[config.mk]
export PLATFORM = sky130hd
export DESIGN_NAME = divider_and_reload_timer_top
export DESIGN_NICKNAME = d
export VERILOG_FILES = /design/src/rtl/drt_pkg.sv /design/src/rtl/divider_and_reload_timer_top.sv
export SDC_FILE = /design/constraint.sdc
export NUM_CORES = 1
export LEC_CHECK = 0
export ABC_AREA = 1
export ABC_CLOCK_PERIOD_IN_PS = 7100
export BUFFER_PORTS_ARGS = -buffer_cell sky130_fd_sc_hd__buf_4
export CORE_ASPECT_RATIO = 1.75
export CORE_MARGIN = 4
export CORE_UTILIZATION = 35
export DETAILED_ROUTE_END_ITERATION = 12
export GPL_TIMING_DRIVEN = 0
export PLACE_DENSITY = 0.5
export SLEW_MARGIN = 20
export SYNTH_ARGS = -nofsm -noshare
export SYNTH_HDL_FRONTEND = slang
export SYNTH_SLANG_ARGS = --single-unit
[constraint.sdc]
create_clock -name aclk -period 7.1 [get_ports aclk]
set_input_delay 1.42 -clock aclk [delete_from_list [all_inputs] [get_ports aclk]]
set_output_delay 1.42 -clock aclk [all_outputs]
set_load 0.1 [all_outputs]
[src/rtl/drt_pkg.sv]
package drt_pkg;

    localparam int ByteW      = 8;
    localparam int DurationW  = 6;
    localparam int CarryCntW  = 5;
    localparam int CfgIndexW  = 2;
    localparam int CfgDataW   = 8;

    // Counter accumulator: up to 63 << 6 plus 255 needs 13 bits.
    localparam int StepW      = DurationW + 6;
    localparam int CsumW      = StepW + 1;

    localparam logic [CsumW-1:0]     CsumOnce   = 13'h0FF;
    localparam logic [CsumW-1:0]     CsumTwice  = 13'h1FE;
    localparam logic [CarryCntW-1:0] SerialDone = 5'h10;
    localparam logic [ByteW-1:0]     ReloadLow  = 8'd5;
    localparam logic [ByteW-1:0]     ByteMax    = 8'hFF;

    typedef enum logic [1:0] {
        MODE_TICK    = 2'd0,
        MODE_CLR_DIV = 2'd1,
        MODE_WR_CNT  = 2'd2,
        MODE_SERIAL  = 2'd3
    } mode_t;

    typedef enum logic [CfgIndexW-1:0] {
        CFG_TIMER_ENABLE = 2'd0,
        CFG_CLOCK_SELECT = 2'd1,
        CFG_RELOAD_VALUE = 2'd2
    } cfg_index_t;

    typedef struct packed {
        logic [ByteW-1:0] divider;
        logic [ByteW-1:0] counter;
        logic             timer_irq;
        logic             serial_done;
    } result_t;

    // Clock select to counter step: shift 0, 6, 4 or 2.
    function automatic logic [StepW-1:0] counter_step(input logic [1:0] sel,
                                                      input logic [DurationW-1:0] dur);
        logic [StepW-1:0] d;
        d = {{(StepW-DurationW){1'b0}}, dur};
        case (sel)
            2'd0:    counter_step = d;
            2'd1:    counter_step = d << 6;
            2'd2:    counter_step = d << 4;
            default: counter_step = d << 2;
        endcase
    endfunction

endpackage

[src/rtl/divider_and_reload_timer_top.sv]
// Emulated console timer. Each transaction on the s_ channel is a tick (duration in
// cycles), a divider clear, a counter write or a serial start, and yields exactly one
// result transaction on the m_ channel carrying the divider and counter bytes and the
// timer interrupt and serial completion flags. A new item is accepted every clock unless
// the skid register is full: the state update is combinational logic feeding the state
// registers and the output stage. A two-entry output stage (result register plus skid
// register) keeps s_ready high while a single result waits for m_ready.
// Configuration writes through cfg_we/cfg_index/cfg_wdata take effect on the next
// item; indexes beyond the register list are ignored.
module divider_and_reload_timer_top
    import drt_pkg::*;
(
    input  logic                 aclk,
    input  logic                 aresetn,

    input  logic                 cfg_we,
    input  logic [CfgIndexW-1:0] cfg_index,
    input  logic [CfgDataW-1:0]  cfg_wdata,

    input  logic                 s_valid,
    output logic                 s_ready,
    input  logic [1:0]           s_mode,
    input  logic [DurationW-1:0] s_duration,
    input  logic [ByteW-1:0]     s_value,

    output logic                 m_valid,
    input  logic                 m_ready,
    output logic [ByteW-1:0]     m_divider,
    output logic [ByteW-1:0]     m_counter,
    output logic                 m_timer_irq,
    output logic                 m_serial_done
);

    logic                 timer_enable_reg;
    logic [1:0]           clock_select_reg;
    logic [ByteW-1:0]     reload_value_reg;

    logic [ByteW-1:0]     div_prescale_reg,   div_prescale_next;
    logic [ByteW-1:0]     divider_byte_reg,   divider_byte_next;
    logic [ByteW-1:0]     count_prescale_reg, count_prescale_next;
    logic [ByteW-1:0]     counter_byte_reg,   counter_byte_next;
    logic [ByteW-1:0]     last_counter_reg,   last_counter_next;
    logic [CarryCntW-1:0] serial_carries_reg, serial_carries_next;
    logic                 serial_busy_reg,    serial_busy_next;

    result_t              result_next;
    result_t              out_reg;
    result_t              skid_reg;
    logic                 out_valid_reg;
    logic                 skid_valid_reg;

    logic                 accept;
    logic                 is_tick;
    mode_t                mode;
    logic [ByteW:0]       dsum;
    logic [CsumW-1:0]     csum;
    logic [CarryCntW-1:0] carries_inc;
    logic [ByteW-1:0]     cnt_stepped;
    logic                 irq;
    logic                 done;

    assign s_ready = !skid_valid_reg;
    assign accept  = s_valid && s_ready;
    assign mode    = mode_t'(s_mode);
    assign is_tick = accept && (mode == MODE_TICK);

    always_ff @(posedge aclk) begin
        if (!aresetn) begin
            timer_enable_reg <= 1'b0;
            clock_select_reg <= '0;
            reload_value_reg <= '0;
        end else if (cfg_we) begin
            unique case (cfg_index_t'(cfg_index))
                CFG_TIMER_ENABLE: timer_enable_reg <= cfg_wdata[0];
                CFG_CLOCK_SELECT: clock_select_reg <= cfg_wdata[1:0];
                CFG_RELOAD_VALUE: reload_value_reg <= cfg_wdata;
                default: ;
            endcase
        end
    end

    always_comb begin
        div_prescale_next   = div_prescale_reg;
        divider_byte_next   = divider_byte_reg;
        count_prescale_next = count_prescale_reg;
        counter_byte_next   = counter_byte_reg;
        last_counter_next   = last_counter_reg;
        serial_carries_next = serial_carries_reg;
        serial_busy_next    = serial_busy_reg;
        irq                 = 1'b0;
        done                = 1'b0;

        dsum        = {1'b0, div_prescale_reg} + {1'b0, s_duration, 2'b00};
        csum        = {{(CsumW-ByteW){1'b0}}, count_prescale_reg}
                      + {1'b0, counter_step(clock_select_reg, s_duration)};
        carries_inc = serial_carries_reg + 1'b1;
        cnt_stepped = counter_byte_reg + {7'd0, csum > CsumOnce}
                      + {7'd0, csum > CsumTwice};

        if (accept) begin
            unique case (mode)
                MODE_TICK: begin
                    div_prescale_next = dsum[ByteW-1:0];
                    if (dsum[ByteW]) begin
                        divider_byte_next = divider_byte_reg + 1'b1;
                        if (serial_busy_reg) begin
                            // The transfer completes on the sixteenth divider carry.
                            if (carries_inc == SerialDone) begin
                                serial_carries_next = '0;
                                serial_busy_next    = 1'b0;
                                done                = 1'b1;
                            end else begin
                                serial_carries_next = carries_inc;
                            end
                        end
                    end
                    if (timer_enable_reg) begin
                        count_prescale_next = csum[ByteW-1:0];
                        counter_byte_next   = cnt_stepped;
                        if (cnt_stepped < ReloadLow && last_counter_reg == ByteMax) begin
                            counter_byte_next = reload_value_reg;
                            irq               = 1'b1;
                        end
                        last_counter_next = counter_byte_next;
                    end
                end
                MODE_CLR_DIV: divider_byte_next = '0;
                MODE_WR_CNT:  counter_byte_next = s_value;
                MODE_SERIAL:  serial_busy_next  = 1'b1;
                default: ;
            endcase
        end

        result_next.divider     = divider_byte_next;
        result_next.counter     = counter_byte_next;
        result_next.timer_irq   = irq;
        result_next.serial_done = done;
    end

    always_ff @(posedge aclk) begin
        if (!aresetn) begin
            div_prescale_reg   <= '0;
            divider_byte_reg   <= '0;
            count_prescale_reg <= '0;
            counter_byte_reg   <= '0;
            last_counter_reg   <= '0;
            serial_carries_reg <= '0;
            serial_busy_reg    <= 1'b0;
        end else begin
            div_prescale_reg   <= div_prescale_next;
            divider_byte_reg   <= divider_byte_next;
            count_prescale_reg <= count_prescale_next;
            counter_byte_reg   <= counter_byte_next;
            last_counter_reg   <= last_counter_next;
            serial_carries_reg <= serial_carries_next;
            serial_busy_reg    <= serial_busy_next;
        end
    end

    // Output stage: the skid register catches a result when the output register is
    // still held by the downstream side.
    always_ff @(posedge aclk) begin
        if (!aresetn) begin
            out_valid_reg  <= 1'b0;
            skid_valid_reg <= 1'b0;
        end else if (!out_valid_reg || m_ready) begin
            if (skid_valid_reg) begin
                out_valid_reg  <= 1'b1;
                skid_valid_reg <= 1'b0;
            end else begin
                out_valid_reg <= accept;
            end
        end else if (accept) begin
            skid_valid_reg <= 1'b1;
        end
    end

    always_ff @(posedge aclk) begin
        if (!out_valid_reg || m_ready) begin
            out_reg <= skid_valid_reg ? skid_reg : result_next;
        end else if (accept) begin
            skid_reg <= result_next;
        end
    end

    assign m_valid       = out_valid_reg;
    assign m_divider     = out_reg.divider;
    assign m_counter     = out_reg.counter;
    assign m_timer_irq   = out_reg.timer_irq;
    assign m_serial_done = out_reg.serial_done;

    a_skid_needs_out: assert property (@(posedge aclk) disable iff (!aresetn)
        skid_valid_reg |-> out_valid_reg)
        else $error("skid register holds a result while the output register is empty");

    a_carries_only_busy: assert property (@(posedge aclk) disable iff (!aresetn)
        (serial_carries_reg != '0) |-> serial_busy_reg)
        else $error("serial carry count nonzero while no transfer is running");

    a_carries_bound: assert property (@(posedge aclk) disable iff (!aresetn)
        serial_carries_reg < SerialDone)
        else $error("serial carry count passed its completion value");

    a_last_tracks_counter: assert property (@(posedge aclk) disable iff (!aresetn)
        (is_tick && timer_enable_reg) |=> (last_counter_reg == counter_byte_reg))
        else $error("last counter value not updated by an enabled tick");

    a_irq_reloads: assert property (@(posedge aclk) disable iff (!aresetn)
        (accept && irq) |=> (counter_byte_reg == $past(reload_value_reg)))
        else $error("timer interrupt without counter reload");

endmodule

; After elaboration in Yosys (flattened, before gate mapping)
; Cells that the tools add are included.
[classes]
addsub = 6
mul = 0
div_mod_pow = 0
magnitude_cmp = 3
n_eq_ne = 10
shift = 0
mux = 24
n_bitwise = 2
reduce_logical = 18
[op_table]
columns = operator, n
row1 = 8-bit 2-to-1 mux, 5
row2 = 12-bit case mux with 3 select lines, 1
row3 = 8-bit case mux with 2 select lines, 2
row4 = 18-bit 2-to-1 mux, 1
row5 = 8-bit by 1-bit adder with 8-bit output, 2
row6 = 8-bit by 12-bit adder with 13-bit output, 1
row7 = 13-bit by 8-bit > comparator with 1-bit output (second input constant), 1
row8 = 13-bit by 9-bit > comparator with 1-bit output (second input constant), 1
row9 = 1-bit 2-to-1 mux, 13
row10 = 2-bit AND reduction, 5
row11 = 8-bit by 8-bit adder with 9-bit output, 1
row12 = 8-bit by 1-bit adder with 8-bit output (second input constant), 1
row13 = 2-bit == test (second input constant), 4
row14 = 8-bit == test (second input constant), 1
row15 = 8-bit by 3-bit < comparator with 1-bit output (second input constant), 1
row16 = 2-bit by 1-bit == test with 1-bit output (second input constant), 3
row17 = 2-bit zero test, 3
row18 = 3-bit AND reduction, 2
row19 = 5-bit by 1-bit adder with 5-bit output (second input constant), 1
row20 = 5-bit == test (second input constant), 1
row21 = 5-bit 2-to-1 mux, 1
row22 = 4-bit AND reduction, 1
row23 = 1-bit logical AND, 2
row24 = 1-bit zero test, 2
row25 = 6 further kinds, 7
[word_totals]
register_bits = 95
latch_bits = 0
ramBits = 0
mem_bits_ro = 0
in_bits = 31
output_inout_bits = 20
elab_cells = 83
n_memories = 0

; Longest topological paths before layout
; Gate-level depths: netlist of the first run.
[logic_depth]
word_depth = 13
mapped_depth = 36
ltp_nobuf = 35

; Worst setup path after synthesis of the first run
; Ideal clock, no wire load.
[synth_path]
kind = input -> register
startpoint = input port s_duration[0]
endpoint = register out_reg (netlist bit m_counter[1]), data pin
setup_time_ns = 0.255
t_arrival_ns = 5.121
t_required_ns = 6.845
path_slack_ns = 1.724
cell_stages = 30
path_buffers = 0
cell_sequence = inv_1 nor2_1 ha_1 inv_1 fa_1 o31ai_1 nand2_1 nand2_1 nand2_1 xor2_1 nand2_1 nor2_1 nand3b_1 nand2_1 fa_1 inv_1 ha_1 or2_2 nand2_1 nand3_1 nor2_4 nand3_4 nand2_1 nand3_1 nand2_1 nand2_1 nand2_1 nand2_2 nand2_1 nand2_1
[synth_via]
elab_chain_len = 12
elab_cells_between_ends = 13
classes_between = add/sub (3) / order compare (3) / mux (6) / reduce/logical (1)
[synth_lines]
columns = element, line_no
row1 = start: declaration, divider_and_reload_timer_top.sv:23  ; input logic [DurationW-1:0] s_duration,
row2 = 12-bit case mux with 3 select lines *, drt_pkg.sv:44  ; case (sel)
row3 = 8-bit by 12-bit adder with 13-bit output *, divider_and_reload_timer_top.sv:95  ; + {1'b0, counter_step(clock_select_reg, s_duration)};
row4 = 13-bit by 8-bit > comparator with 1-bit output, divider_and_reload_timer_top.sv:97  ; cnt_stepped = counter_byte_reg + {7'd0, csum > CsumOnce}
row5 = 8-bit by 1-bit adder with 8-bit output, divider_and_reload_timer_top.sv:97
row6 = 8-bit by 1-bit adder with 8-bit output *, divider_and_reload_timer_top.sv:98  ; + {7'd0, csum > CsumTwice};
row7 = 8-bit by 3-bit < comparator with 1-bit output, divider_and_reload_timer_top.sv:120  ; if (cnt_stepped < ReloadLow && last_counter_reg == ByteMax) begin
row8 = 1-bit logical AND, divider_and_reload_timer_top.sv:120
row9 = 8-bit 2-to-1 mux *, divider_and_reload_timer_top.sv:120
row10 = 8-bit 2-to-1 mux *, divider_and_reload_timer_top.sv:117  ; if (timer_enable_reg) begin
row11 = 8-bit case mux with 2 select lines *, divider_and_reload_timer_top.sv:101  ; unique case (mode)
row12 = 8-bit 2-to-1 mux *, divider_and_reload_timer_top.sv:100  ; if (accept) begin
row13 = named net counter_byte_next[1], divider_and_reload_timer_top.sv:41  ; logic [ByteW-1:0] counter_byte_reg, counter_byte_next;
row14 = 18-bit 2-to-1 mux *, divider_and_reload_timer_top.sv:180  ; out_reg <= skid_valid_reg ? skid_reg : result_next;
row15 = end signal: assignment, divider_and_reload_timer_top.sv:180
row16 = end: declaration, divider_and_reload_timer_top.sv:47  ; result_t out_reg;
; The timed path passes the listed nets; every way through them passes the cells marked *.
; A chain may end at the register's enable or synchronous reset.

; Final worst setup path of the first run
; Ends and elaborated chain as after synthesis.

==> metrics.txt, run 1 <==
status=finished, final reports clean; # hold bufs at CTS=0; post_cts resized=0; crit path kind=in2reg; all-layer global routing usage=0.154; LEAKAGE=approximately 0.0028 uW; CTS Sinks=93; final core utilization=0.419; Ports=between 50 and 60; routed wire length=between 10000 and 15000 um; ANT nets after route=0; arrival time worst endpoint=just under 6 ns; Rel. slew slack=0.471; number of flip-flops under the largest register name=18; cells after synthesis=684; # diodes=0; post-CTS setup buffers=0; fill count=between 1000 and 1500; I/O Buffers=between 40 and 50; CP top delay family=simple AND/OR/NAND/NOR gates; TritonCTS Buffers=9; Setup TNS Final=0 ns; register area=between 2000 and 2500 sq um; worst vdd rail ir drop=approximately 0.00010 V; final hold vios=0; clock insertion delay at the later pin of the skew report=0.34 ns; HP Class=reg2reg; vias per cell=about 4.9; area grow syn2layout=17.6%; Netlist cell types=40; CTS tree=built; register area share after synthesis=0.432; HPWL after detailed placement=just over 10000 um; Rows=58; worst-margin pin slew=between 0.7 and 0.8 ns; WL per Instance=between 10 and 15 um; core area=between 10000 and 15000 sq um; Tmin final=around 5.8 ns; fmax=~170 MHz; largest net degree at the start of global routing=22; CP max-delay cell=fa_1; first-pass GRT wire length=around 21000 um; layout cells sized above 1=0.131; Clock Pin Slew Worst Setup and Hold Paths=approximately 0.070 ns; H-tree depth=3; GRT overflow=0; DRC Markers=0; Mapped Area=5150 sq um; Die Area=between 15000 and 20000 sq um; unrepaired setup endpoints after global routing=no; most used cell, CP=nand2_1; die width=~100 um; root buffer cell=clkbuf_16; initial antenna violation count=0; post-synthesis async set-or-reset flop share=0; number of flops mapped to enable cells by yosys=36; area of the multi-input gates=between 2000 and 2500 sq um; clk_skew=roughly 0.0053 ns; Die Y=roughly 170 um; worst hold slack=around 0.47 ns; vias in the first global route=around 4400; Placed Instance Area=between 5000 and 6000 sq um; WP buf/inv=4; P per Cell Area=214 nW/um^2; Yosys warnings=0; Max Cap Violations=0; post-synthesis area per instance=about 7.5 sq um; Starting DRT DRC Count=about 160; Design Area, Final=approximately 6000 sq um; Vias=between 4000 and 5000; Initial DRT Pass Iterations=4; CP endpoint kind=register; worst path required time=about 7 ns; syn_nets=roughly 740; crit-path max FO=6; Most used DFF post-synth=dfxtp_1; Max Slew Vio Count=0; FF+latch count, synth=a little over 90; clock tree buffer depth=2; Final setup viols=0; Layout Nets=between 700 and 800; CP max stage delay=0.49 ns; crit path launch type=primary input; Tcrit/Tclk final=0.811; RD Place Congestion=~0.86; starting density of the core=0.357
[kinds of logic (layout without fill, tap and decap cells)]
logic type	after synthesis	count (layout)	synth area share
buffers and inverters	122	188	0.0909
adders and majority gates	20	20	0.0530
and+or+nand+nor	309	309	0.262
AOI/OAI and AO/OA	121	121	0.130
muxes	1	1	0.00219
xor gates and xnor gates	18	18	0.0306
DFF	93	93	0.432
[Yosys cell counts, types with 2 or more instances]
master    instances  share of area
dfxtp_1          57           0.22
o21bai_1          3         0.0044
nand3_1          33          0.032
o22ai_1           6         0.0073
buf_2             8         0.0078
nand2_2           5         0.0061
xnor2_1           4         0.0068
edfxtp_1         36           0.21
inv_1            97          0.071
inv_2             7         0.0051
o21ai_1           8         0.0078
o21ai_0          42          0.041
nor2_1           72          0.052
nand2_1         157           0.11
a31oi_1           3         0.0036
nor3_1            9         0.0087
a211oi_1          2         0.0029
xor2_1           14          0.024
a221oi_1          4         0.0068
nand3b_1          3         0.0044
clkbuf_1          8         0.0058
nor2_4            5          0.011
and2_1            5         0.0061
nor2_2            2         0.0024
o211ai_1          6         0.0087
fa_1              3          0.012
ha_1             17          0.041
a21oi_1          44          0.043
nand4_1          13          0.016
[layer usage]
metal / vias up / part of all wire / global-route usage
li1: 2362 / - / -
met1: 2046 / 0.41 / 0.165
met2: 79 / 0.53 / 0.289
met3: 26 / 0.030 / 0.0216
met4: 0 / 0.033 / 0.0690
met5: - / 0 / 0
[cell usage in the layout (no fill, tap or decap), types with 7 or more instances in the layout]
cell	synthesis	routed
nand3_1	33	33
inv_1	97	97
dfxtp_1	57	57
a21oi_1	44	44
clkbuf_16	0	9
xor2_1	14	14
nand2_1	157	157
o21ai_0	42	42
ha_1	17	17
buf_4	0	49
inv_2	7	7
nor2_1	72	71
o21ai_1	8	8
edfxtp_1	36	36
nand4_1	13	13
buf_2	8	8
nor3_1	9	9
clkbuf_1	8	8
[report_power, final]
| part | switching (uW) | internal (uW) | total (uW) |
|---|---|---|---|
| clock | 211 | 274 | 485 |
| sequential | 8.99 | 577 | 586 |
| combinational | 164 | 62.0 | 226 |
| total | 384 | 913 | 1300 |
[tightest hold or removal path, cell delays in order (launching register included)]
cell and delay, ns:
dfxtp_1 0.30, inv_1 0.07, a21oi_1 0.06
[final cells by class]
| type | count | area share |
|---|---|---|
| inverter | 105 | 0.0651 |
| buffer | 17 | 0.0122 |
| timing repair buffer | 50 | 0.0626 |
| sequential | 93 | 0.367 |
| multi-input combinational | 469 | 0.406 |
| clock inverter | 7 | 0.0122 |
| tap | 180 | 0.0372 |
| clock buffer | 9 | 0.0372 |
[per-stage QoR]
step                setup slack (ns)  power [uW]  cells
global route                   0.877        1350    930
floorplan                       1.72         764    684
detailed placement             0.961         825    914
CTS                             1.31        1310    930
finish                          1.34        1300    930
global placement               0.967         823    913
[final timing paths]
kind	from	end	slack, ns	depth (start not counted)
setup / recovery	s_duration[0]	m_counter[1]	1.34	31
hold reg to reg	reload_value_reg[0]	reload_value_reg[0]	0.47	2
hold / removal	reload_value_reg[0]	reload_value_reg[0]	0.47	2
setup reg to reg	clock_select_reg[0]	m_counter[1]	1.99	32
Power figures use the tool's default switching activity.
==> run 2: changes to the inputs <==
- ABC_CLOCK_PERIOD_IN_PS: 7100 -> 5750
- clock period: 7.1 -> 5.75 ns (I/O delays scaled with it)
==> run 2 against run 1 <==
Clock power grew 24%. Final area grew 0.52%. Core utilization grew 0.22 points. Worst setup slack lost 0.92 ns. Clock skew is essentially flat. Register-to-register slack lost 1.2 ns. Global-route usage is the same. Hold slack is essentially flat. Critical path depth shrank 1. Via count shrank 0.31%. Flip-flop and latch count is the same. Sequential power grew 23%. Critical path type unchanged. Critical endpoint is now m_counter[2].
==> metrics.txt, run 2 (synthesis results as in run 1) <==
register area=2220 sq um (unchanged); most common cell after layout, fill and taps aside=nand2_1; vias in the first global route=4413 (unchanged); clock insertion delay at the later pin of the skew report=0.34 ns (about the same); CP endpoint kind=register; # hold bufs at CTS=0 (unchanged); die width=99.7 um (unchanged); clock tree buffer depth=2 (unchanged); worst vdd rail ir drop=0.000129 V (+24%); Initial DRT Pass Iterations=4 (unchanged); WL per Instance=13.4 um (about the same); # diodes=0 (unchanged); Rel. slew slack=0.471 (about the same); GRT overflow=0 (unchanged); Die Y=168 um (unchanged); first-pass GRT wire length=20800 um (unchanged); Layout Nets=798 (+0.25%); CP max-delay cell=fa_1; ANT nets after route=0 (unchanged); largest net degree at the start of global routing=22 (unchanged); status=finished, final reports clean; CTS tree=built; worst hold slack=0.469 ns (+0.000118 ns); worst path required time=5.85 ns (-1.35 ns); FF-to-FF path depth=31 (-3.1%); CTS Sinks=93 (unchanged); Top Layer Used=met4; Rows=58 (unchanged); most frequent cells in the layout=157 x nand2_1, 97 x inv_1, 71 x nor2_1; unrepaired setup endpoints after global routing=no; I/O Buffers=49 (unchanged); Final setup viols=0 (unchanged); initial antenna violation count=0 (unchanged); Max Cap Violations=0 (unchanged); worst slack, placed=-0.119 ns (-1.08 ns); area of the multi-input gates=2480 sq um (+0.66%); vias per cell=4.83 (-0.52%); layout cells sized above 1=0.136 (+0.00497); all-layer global routing usage=0.154 (unchanged); Starting DRT DRC Count=158 (+1.3%); root buffer cell=clkbuf_16; CP max stage delay=0.49 ns (about the same); RD Place Congestion=0.855 (unchanged); clk_skew=0.00528 ns (-0.0000528 ns); reg-to-reg startpoint=clock_select_reg[0]; number of flip-flops under the largest register name=18 (unchanged); fill count=1494 (-0.067%); arrival time worst endpoint=5.43 ns (-0.43 ns); Tmin final=5.33 ns; Clock Pin Slew Worst Setup and Hold Paths=0.07 ns (about the same); HP Class=reg2reg; crit path launch=s_duration[0]; P per Cell Area=263 nW/um^2 (+23%); Ports=51 (unchanged); crit path kind=in2reg; most used cell, CP=nand2_1; crit path launch type=primary input; Max Slew Vio Count=0 (unchanged); Final WS setup=0.422 ns (-0.919 ns); met2 wire length=6620 um (+0.24%); worst-margin pin slew=0.793 ns (-0.000154 ns); starting density of the core=0.357 (unchanged); crit-path max FO=6 (unchanged); area grow syn2layout=18.2%; core area=14400 sq um (unchanged); Die Area=16800 sq um (unchanged); TritonCTS Buffers=9 (unchanged); Tcrit/Tclk final=0.927; routed wire length=12500 um (+0.24%); Vias=4499 (-0.31%); metal3 WL=371 um (-0.27%); H-tree depth=3 (unchanged); RR Endpoint=m_counter[2]; met1 wire length=5120 um (+0.53%); LEAKAGE=0.00277 uW (+0.41%); FF-to-FF setup slack=0.79 ns (-1.20 ns); fmax=around 190 MHz; Worst Setup EP=m_counter[2]; DRC Markers=0 (unchanged); final hold vios=0 (unchanged); HPWL after detailed placement=10100 um (unchanged)
run 2: routing by layer:
layer,vias to the layer above,GRT usage
met5,-,0
met4,0,0.0690
met3,26,0.0216
met2,76,0.289
met1,2036,0.165
li1,2361,-
run 2: worst min-delay path by stage:
stage	start	endpoint	slack (ns)	depth (start not counted)
finish	reload_value_reg[0]	reload_value_reg[0]	0.47	2
global route	reload_value_reg[6]	reload_value_reg[6]	0.50	2
CTS	reload_value_reg[0]	reload_value_reg[0]	0.47	2
detailed placement	reload_value_reg[0]	reload_value_reg[0]	0.46	2
global placement	reload_value_reg[0]	reload_value_reg[0]	0.46	2
floorplan	reload_value_reg[0]	reload_value_reg[0]	0.43	2
run 2: final cells by class:
cell class / instances / area share
plain buffers: 17 / 0.0121
clock buffers: 9 / 0.0370
clock inverters: 7 / 0.0121
inverters: 105 / 0.0648
multi-input cells: 469 / 0.407
flip-flops and latches: 93 / 0.365
well taps: 180 / 0.0370
repair buffers: 52 / 0.0648
run 2: critical path: cells and delay by family:
kind / cells / cell delay, ns
AND/OR/NAND/NOR: 22 / 2.57
buffers and inverters: 4 / 0.31
adder cells (fa/ha/maj): 4 / 1.40
run 2: power breakdown:
part | switching, uW | internal, uW | total [uW]
clock | 261 | 339 | 600
sequential | 11.1 | 712 | 723
combinational | 203 | 76.7 | 280
run 2: timing repair:
item	in CTS	in global routing
buffers inserted	0	2
gates resized for setup	0	3
setup endpoints to repair	0	16
run 2: stage by stage:
| stage | power, uW | std cells | utilization | TNS, ns | cell area [sq um] |
|---|---|---|---|---|---|
| floorplan | 944 | 684 | - | 0 | 5150 |
| detailed placement | 1020 | 914 | 0.399 | -0.549 | 5760 |
| finish | 1600 | 932 | 0.421 | 0 | 6090 |
| global placement | 1020 | 913 | 0.398 | -0.527 | 5740 |
| global route | 1670 | 932 | 0.421 | 0 | 6090 |
| CTS | 1620 | 930 | 0.419 | 0 | 6050 |
==> run 3: changes to the inputs <==
- RECOVER_POWER: default -> 100
==> run 3 against run 2 <==
Die area is the same. Clock power is essentially flat. Clock skew is essentially flat. Combinational power shrank 5%. Critical endpoint unchanged. Largest cell class unchanged. Highest routed layer unchanged.
==> metrics.txt, run 3 (synthesis results as in run 1) <==
Placed Cells=914 (unchanged); HPWL after detailed placement=10100 um (unchanged); Die Y=168 um (unchanged); die width=99.7 um (unchanged); Post-Layout Cell Count=932 (unchanged); all-layer global routing usage=0.154 (unchanged); I/O Buffers=49 (unchanged); DRC Markers=0 (unchanged); Layout Nets=798 (unchanged); layout cells sized above 1=0.0838 (-0.0519); Initial DRT Pass Iterations=4 (unchanged); area grow syn2layout=15.7%; TritonCTS Buffers=9 (unchanged); LEAKAGE=0.00267 uW (-3.6%); Rel. slew slack=0.218 (-0.253); crit path kind=in2reg; met2 wire length=6600 um (-0.30%); worst-margin pin slew=1.18 ns (+0.385 ns); crit-path max FO=6 (unchanged); largest net degree at the start of global routing=22 (unchanged); unrepaired setup endpoints after global routing=no; Tcrit/Tclk final=0.929 (+0.00214); clk_skew=0.00518 ns (-0.0000972 ns); most frequent cells in the layout=160 x nand2_1, 102 x inv_1, 76 x nor2_1; Ports=51 (unchanged); # diodes=0 (unchanged); RD Place Congestion=0.855 (unchanged); fill count=1523 (+1.9%); Max Slew Vio Count=0 (unchanged); metal3 WL=427 um (+15%); Final setup viols=0 (unchanged); vias in the first global route=4413 (unchanged); P per Cell Area=266 nW/um^2 (+1.1%); Clock Pin Slew Worst Setup and Hold Paths=0.07 ns (about the same); worst path required time=5.85 ns (about the same); Setup TNS Final=0 ns (unchanged); Max Cap Violations=0 (unchanged); Placed Instance Area=5760 sq um (unchanged); most used cell, CP=nand2_1; Die Area=16800 sq um (unchanged); vias per cell=4.82 (-0.24%); core area=14400 sq um (unchanged); fmax=187 MHz (-0.23%); initial antenna violation count=0 (unchanged); routed wire length=12600 um (+0.40%); CP max-delay cell=fa_1; clock tree buffer depth=2 (unchanged); HP Class=reg2reg; final hold vios=0 (unchanged); Starting DRT DRC Count=167 (+5.7%); arrival time worst endpoint=5.44 ns (about the same); Design Area, Final=5960 sq um (-2.1%); CTS tree=built; Rows=58 (unchanged); first-pass GRT wire length=20800 um (unchanged); WL per Instance=13.5 um (+0.40%); CP endpoint kind=register; CP max stage delay=0.49 ns (about the same); met1 wire length=5120 um (about the same); crit path launch type=primary input; Top Layer Used=met4; clock insertion delay at the later pin of the skew report=0.34 ns (about the same); most common cell after layout, fill and taps aside=nand2_1; ANT nets after route=0 (unchanged); worst vdd rail ir drop=0.000130 V (+1.2%); starting density of the core=0.357 (unchanged); number of flip-flops under the largest register name=18 (unchanged); Vias=4488 (-0.24%); Final Power=1590 uW (-0.96%); root buffer cell=clkbuf_16; Tmin final=5.34 ns (+0.0123 ns); status=finished, final reports clean; # hold bufs at CTS=0 (unchanged); GRT overflow=0 (unchanged); H-tree depth=3 (unchanged); CTS Sinks=93 (unchanged); final core utilization=0.413 (-0.00875)
## run 3: final cells by class
cell class / count / area [sq um] / share of cell area
inverter: 105 / 394 / 0.0661
timing repair buffer: 52 / 304 / 0.0510
buffer: 17 / 71.3 / 0.0120
clock inverter: 7 / 73.8 / 0.0124
clock buffer: 9 / 225 / 0.0378
tap: 180 / 225 / 0.0378
multi-input combinational: 469 / 2440 / 0.410
sequential: 93 / 2220 / 0.373
## run 3: worst max-delay path, delay by kind of cell
family	cells	cell delay [ns]
and+or+nand+nor	22	2.58
adders and majority gates	4	1.40
buffers and inverters	4	0.31
## run 3: per-layer routing
metal / GRT usage / vias up
li1: - / 2362
met1: 0.165 / 2014
met2: 0.289 / 86
met3: 0.0216 / 26
met4: 0.0690 / 0
met5: 0 / -
## run 3: final timing paths
kind | startpoint | end | slack (ns) | cells after the start
hold / removal | reload_value_reg[0] | reload_value_reg[0] | 0.47 | 2
setup / recovery | s_duration[0] | m_counter[2] | 0.41 | 30
hold reg to reg | reload_value_reg[0] | reload_value_reg[0] | 0.47 | 2
setup reg to reg | clock_select_reg[0] | m_counter[2] | 0.78 | 31
## run 3: repair_timing
item,in CTS,in global routing
buffers inserted,0,2
gates resized for setup,0,3
setup endpoints to repair,0,16
## run 3: report_power, final
group | switching, uW | internal (uW) | total, uW
logic | 201 | 64.2 | 265
clock network | 261 | 338 | 599
registers | 10.9 | 712 | 723
## run 3: metrics by stage
step | hold slack [ns] | setup slack (ns)
after floorplan | 0.430 | 0.644
after global placement | 0.463 | -0.113
after detailed placement | 0.464 | -0.119
after CTS | 0.474 | 0.230
after global routing | 0.499 | 0.00852
final | 0.468 | 0.409
